==> src/design/assert_macros.svh <==
// assertion macros shared by the rtl
`ifndef ASSERT_MACROS_SVH
`define ASSERT_MACROS_SVH
`ifndef ASSERT_OFF
`define ASSERT_IMPLIES(label, clk, rst, ante, cons) \
   label: assert property (@(posedge clk) disable iff (rst) (ante) |-> (cons)) \
      else $error("assertion failed");
`define ASSERT_NEXT(label, clk, rst, ante, cons) \
   label: assert property (@(posedge clk) disable iff (rst) (ante) |=> (cons)) \
      else $error("assertion failed");
`else
`define ASSERT_IMPLIES(label, clk, rst, ante, cons)
`define ASSERT_NEXT(label, clk, rst, ante, cons)
`endif
`endif

==> src/design/fdmt_pkg.sv <==
// ----------------------------------------------------------------------------
// fdmt_pkg
// shared constants and types of the failure detector member table
// ----------------------------------------------------------------------------
package fdmt_pkg;
   localparam int TableDepth = 64;
   localparam int IdxW = $clog2(TableDepth);
   localparam int CntW = $clog2(TableDepth + 1);

   localparam logic [2:0] CMD_ADD = 3'd0;
   localparam logic [2:0] CMD_REMOVE = 3'd1;
   localparam logic [2:0] CMD_PING_RSP = 3'd2;
   localparam logic [2:0] CMD_PING_TMO = 3'd3;
   localparam logic [2:0] CMD_TICK = 3'd4;
   localparam logic [2:0] CMD_QUERY = 3'd5;

   localparam logic [1:0] ST_ALIVE = 2'd0;
   localparam logic [1:0] ST_SUSPECT = 2'd1;
   localparam logic [1:0] ST_DEAD = 2'd2;

   localparam logic [1:0] STS_OK = 2'd0;
   localparam logic [1:0] STS_FULL = 2'd1;
   localparam logic [1:0] STS_EXISTS = 2'd2;
   localparam logic [1:0] STS_NOT_FOUND = 2'd3;

   localparam logic [0:0] REG_MISS_THRESHOLD = 1'd0;
   localparam logic [0:0] REG_SUSPECT_TIMEOUT = 1'd1;

   // one table entry as held in memory
   typedef struct packed {
      logic [31:0] id;
      logic [1:0]  state;
      logic [47:0] seen_ms;
      logic [7:0]  misses;
   } entry_type;

   localparam int EntryW = $bits(entry_type);
endpackage

==> src/design/fdmt_csr.sv <==
// ----------------------------------------------------------------------------
// fdmt_csr
// apb register file holding the miss threshold and suspect timeout
// ----------------------------------------------------------------------------
module fdmt_csr (
   input  logic        clock,
   input  logic        reset,
   input  logic        psel,
   input  logic        penable,
   input  logic        pwrite,
   input  logic [2:0]  paddr,
   input  logic [31:0] pwdata,
   output logic [31:0] prdata,
   output logic        pready,
   output logic [7:0]  miss_threshold,
   output logic [31:0] suspect_timeout
);
   import fdmt_pkg::*;

   logic [7:0]  thr_ff;
   logic [31:0] tmo_ff;
   logic        wr_beat;
   logic [0:0]  reg_sel;

   assign pready = 1'b1;
   assign wr_beat = psel & penable & pwrite;
   assign reg_sel = paddr[2:2];

   // register writes
   always_ff @(posedge clock) begin
      if (reset) begin
         thr_ff <= 8'd3;
         tmo_ff <= 32'd5000;
      end else if (wr_beat) begin
         if (reg_sel == REG_MISS_THRESHOLD) thr_ff <= pwdata[7:0];
         else tmo_ff <= pwdata;
      end
   end

   // read mux
   always_comb begin
      if (reg_sel == REG_MISS_THRESHOLD) prdata = {24'd0, thr_ff};
      else prdata = tmo_ff;
   end

   assign miss_threshold = thr_ff;
   assign suspect_timeout = tmo_ff;
endmodule

==> config.mk <==
export PLATFORM = sky130hd
export DESIGN_NAME = fdmt_csr
export DESIGN_NICKNAME = d
export VERILOG_FILES = /design/src/design/assert_macros.svh /design/src/design/fdmt_pkg.sv /design/src/design/fdmt_csr.sv
export SDC_FILE = /design/constraint.sdc
export NUM_CORES = 1
export LEC_CHECK = 0
export ABC_AREA = 1
export BUFFER_PORTS_ARGS = -buffer_cell sky130_fd_sc_hd__clkbuf_2
export CORE_MARGIN = 4
export CORE_UTILIZATION = 40
export DETAILED_ROUTE_END_ITERATION = 8
export PLACE_DENSITY = 0.75
export SLEW_MARGIN = 25
export SYNTH_ARGS = -nofsm -noshare
export SYNTH_HDL_FRONTEND = slang
export SYNTH_SLANG_ARGS = --single-unit
==> constraint.sdc <==
create_clock -name clock -period 0.87 [get_ports clock]
set_input_delay 0.1305 -clock clock [delete_from_list [all_inputs] [get_ports clock]]
set_output_delay 0.1305 -clock clock [all_outputs]
set_load 0.01 [all_outputs]
==> Word level (Yosys, flattened, before mapping) <==
Cells that the tools add are included.
W data, S select, Z words.
{ "op_classes": {"mux": 1, "n_div": 0, "n_shift": 0, "mul": 0, "n_eq_ne": 0, "n_lt_le_gt_ge": 0, "n_bitwise": 3, "n_addsub": 0, "n_reduce_logical": 2} }
{ "op_table": {"columns": ["operator", "count"], "rows": [
  ["$mux W32", 1],
  ["$reduce_and A2 Y1", 2],
  ["$and A1 B1 Y1", 2],
  ["$not A1 Y1", 1]
]} }
{ "word_totals": {"in_bits": 40, "output_inout_bits": 73, "mem_bits_ro": 0, "latchBits": 0, "memories": 0, "register_bits": 40, "mem_bits_rw": 0} }

==> Depth between registers and ports, before layout <==
{ "logic_depth": {"word_depth": 3, "ltp_mapped": 6} }

==> Worst setup path before layout <==
No wires, ideal clock.
{ "synth_timing": {"path_type": "input -> register", "from": "in paddr[2]", "to": "reg thr_ff[0], in the netlist miss_threshold[0]", "t_arrival_ns": 0.701, "setup_slack_ns": 0.047, "setup_ns": 0.122, "required_time_ns": 0.748, "cell_stages": 6, "cell_sequence": "buf_4 inv_4 buf_4 nand2_1 nand2_1 nand3_1"} }
{ "synth_via": {"elab_chain_len": 2} }
{ "synth_rtl": {"columns": ["item", "line_no", "source"], "rows": [
  ["start, declared", "fdmt_csr.sv:11", "input logic [2:0] paddr,"],
  ["$not A1 Y1 (no source line)", null, null],
  ["$reduce_and A2 Y1 (no source line)", null, null],
  ["end signal, assigned", "fdmt_csr.sv:35", "if (reg_sel == REG_MISS_THRESHOLD) thr_ff <= pwdata[7:0];"],
  ["end, declared", "fdmt_csr.sv:20", "logic [7:0] thr_ff;"]
]} }
Every way passes these cells.
A chain may end at the register's enable or synchronous reset.

==> Final worst setup path <==
{ "layout_timing": {"from": "reg thr_ff[3], in the netlist miss_threshold[3]", "to": "out prdata[3]"} }
{ "layout_via": {"elab_chain_len": 1} }
{ "layout_rtl": {"columns": ["item", "line_no", "source"], "rows": [
  ["$mux W32", "fdmt_csr.sv:42", "if (reg_sel == REG_MISS_THRESHOLD) prdata = {24'd0, thr_ff};"],
  ["end, declared", "fdmt_csr.sv:13", "output logic [31:0] prdata,"]
]} }
Every way passes these cells.

==> reports/results.tsv <==
metric	value	unit
syn-mean-instance-area	6.28	sq um
htreeDepth	2	
clock_sinks	40	
fin_util	67.0	%
number_of_pins_with_negative_max_slew_slack_in_the_final_report	0	
cts_made_buffers	5	
cts.clk_slew.worst_paths	80	ps
layout_worst_path_cycle_share	119	%
core.rowCount	25	
largest_net_degree_at_the_start_of_global_routing	23	
syn-cell-area	2030	sq um
buffer_levels_on_the_longest_clock_path	2	
io-pin-count	113	
drive_above_1_share	45.1	%
met3WireLength	391	um
dieWidth	79.3	um
layout-area-overhead-vs-synth	58.6	%
power.density_cell_area	1320	nW/um^2
finish.cell_count_without_fillers	515	
synthCells	324	
met2_wirelength	3.03	mm
final_critical_path_setup_slack	-165	ps
num-nets-final	487	
timing_hold_violations_final	0	
grt_overflow	0	
diodes	0	
fin_crit	1030	ps
ir_drop	1040	uV
dp.cells	499	
insertion_delay	290	ps
netSwitchingPower	1110	uW
max-cap-violations	0	
ys_seq_area_share	39.4	%
worstSetupStartpointType	flop	
intPower	3150	uW
chipHeight	79.3	um
synth.ff_latch_count	40	
wirelength	5.85	mm
hold_path_class	in -> reg	
worst_setup_path_end_kind	output port	
routedLengthMet1	2.35	mm
outcome	finished with violations	
grt_setup_unrepaired	true	
top_layer	met4	
drc_errors	0	
length_of_the_first_detailed_routing_pass_in_iterations	4	
whs_path_depth	3	
synth_warnings	0	
critical_path_arrival	900	ps
die-area	6290	sq um
quantity_of_i_o_buffers_inserted_on_ports	109	
ant_nets	0	
detailedRoute.firstIterationViolations	74	
core_area	4820	sq um
seqPwrFrac	46.2	%
grt_first_pass_wirelength	9.32	mm
vias	2316	
post_synth_net_total	364	
ctsRootBufferMaster	clkbuf_8	
groute.usage.overall	18.5	%
violated_checks	setup timing	
timing.setup.critical_path_class	reg -> out	
start_util	42.2	%
power.clock.fraction	35.2	%
cp_data_required_time	740	ps
comb_power_share	18.6	%
critPathMaxFanout	3	
tritoncts	built	
clock.fmax	966	MHz
synth.lib_cells_used.distinct	16	
fin_skew	0	ps
gpl.final_weighted_congestion	0.755	
antenna_found_initial	0	
route.detailed.vias_per_inst	4.50	
detailedPlacementHpwl	4.17	mm
grt_pass1_vias	2085	
setup_viol	66	
static-leakage-power	0.00189	uW
p_sw_share	26.0	%
worst_r2r_path_depth	4	
routedWlPerCell	11.3	um
[repair_timing]
action                     4_1_cts  5_1_grt
pin swaps                       13        5
setup buffers                    3        5
setup endpoints to repair       72       72
gates resized for setup         41      127
hold buffers                     0        0
[sequential cells by signal (all words and copies together) (netlist names)]
name / count
suspect_timeout: 32
miss_threshold: 8
[final timing paths]
path	start	endpoint	slack, ps
hold / removal	pwdata[9]	suspect_timeout[9]$_SDFFE_PP1P_	50
setup reg to reg	suspect_timeout[21]$_SDFFE_PP0P_	suspect_timeout[21]$_SDFFE_PP0P_	50
hold reg to reg	miss_threshold[0]$_SDFFE_PP1P_	miss_threshold[0]$_SDFFE_PP1P_	480
setup / recovery	miss_threshold[3]$_SDFFE_PP0P_	prdata[3]	-160
[layer usage]
layer	vias up	GRT usage, %
met5	-	0
met4	0	6.19
met3	6	5.67
met2	73	31.6
met1	1051	22.1
li1	1186	-
[cell type report]
type	instances	area [sq um]
repair buffers	135	1060
multi-input cells	209	902
clock inverters	2	35.0
clock buffers	6	72.6
inverters	56	213
flip-flops and latches	40	856
well taps	67	83.8
fillers	438	1590
[cells by family after synthesis]
logic type,count (synthesis),synth area share [%]
buf+inv,75,17.3
simple gates,208,43.2
flops,40,39.4
other cells,1,0.184
[power groups by stage]
stage	combinational [uW]	sequential, uW	clock, uW
final	790	1970	1500
after global routing	876	1980	1640
after CTS	702	1960	1530
after detailed placement	690	1990	0
after global placement	680	1980	0
after floorplan	356	2010	0
[cells in the mapped netlist, drive strengths merged]
cell type	instances	area share, %
nor2	69	14
nand3	41	11
dfxtp	40	39
nand2	98	18
buf	19	6.8
conb	1	0.18
inv	56	10
[per-stage QoR]
| step | hold slack [ps] | instance area (sq um) | worst slack [ps] | power (uW) | setup TNS (ps) |
|---|---|---|---|---|---|
| final | 46.4 | 3230 | -165 | 4250 | -4880 |
| after floorplan | 257 | 2030 | 46.8 | 2370 | 0 |
| after global routing | 46.9 | 3230 | -232 | 4490 | -8530 |
| after CTS | 39.3 | 2910 | -160 | 4190 | -5600 |
| after global placement | 347 | 2720 | -153 | 2660 | -5930 |
| after detailed placement | 353 | 2720 | -155 | 2680 | -6980 |
[layout by cell type, fill, tap and decap left out, types with 5 or more instances in the layout]
cell,n
buf_2,31
inv_2,6
nand2_1,89
inv_1,49
buf_6,41
buf_12,5
clkbuf_8,5
nand3_1,40
nor2_1,66
clkbuf_2,38
nand2_2,9
buf_4,19
dfxtp_2,38
[critical path, cell delays in order (launching register included)]
cell      delay (ps)
dfxtp_2          360
nand2_1           50
nand2_1           70
clkbuf_2         130
Note: power is estimated with default switching activity, not from simulation.
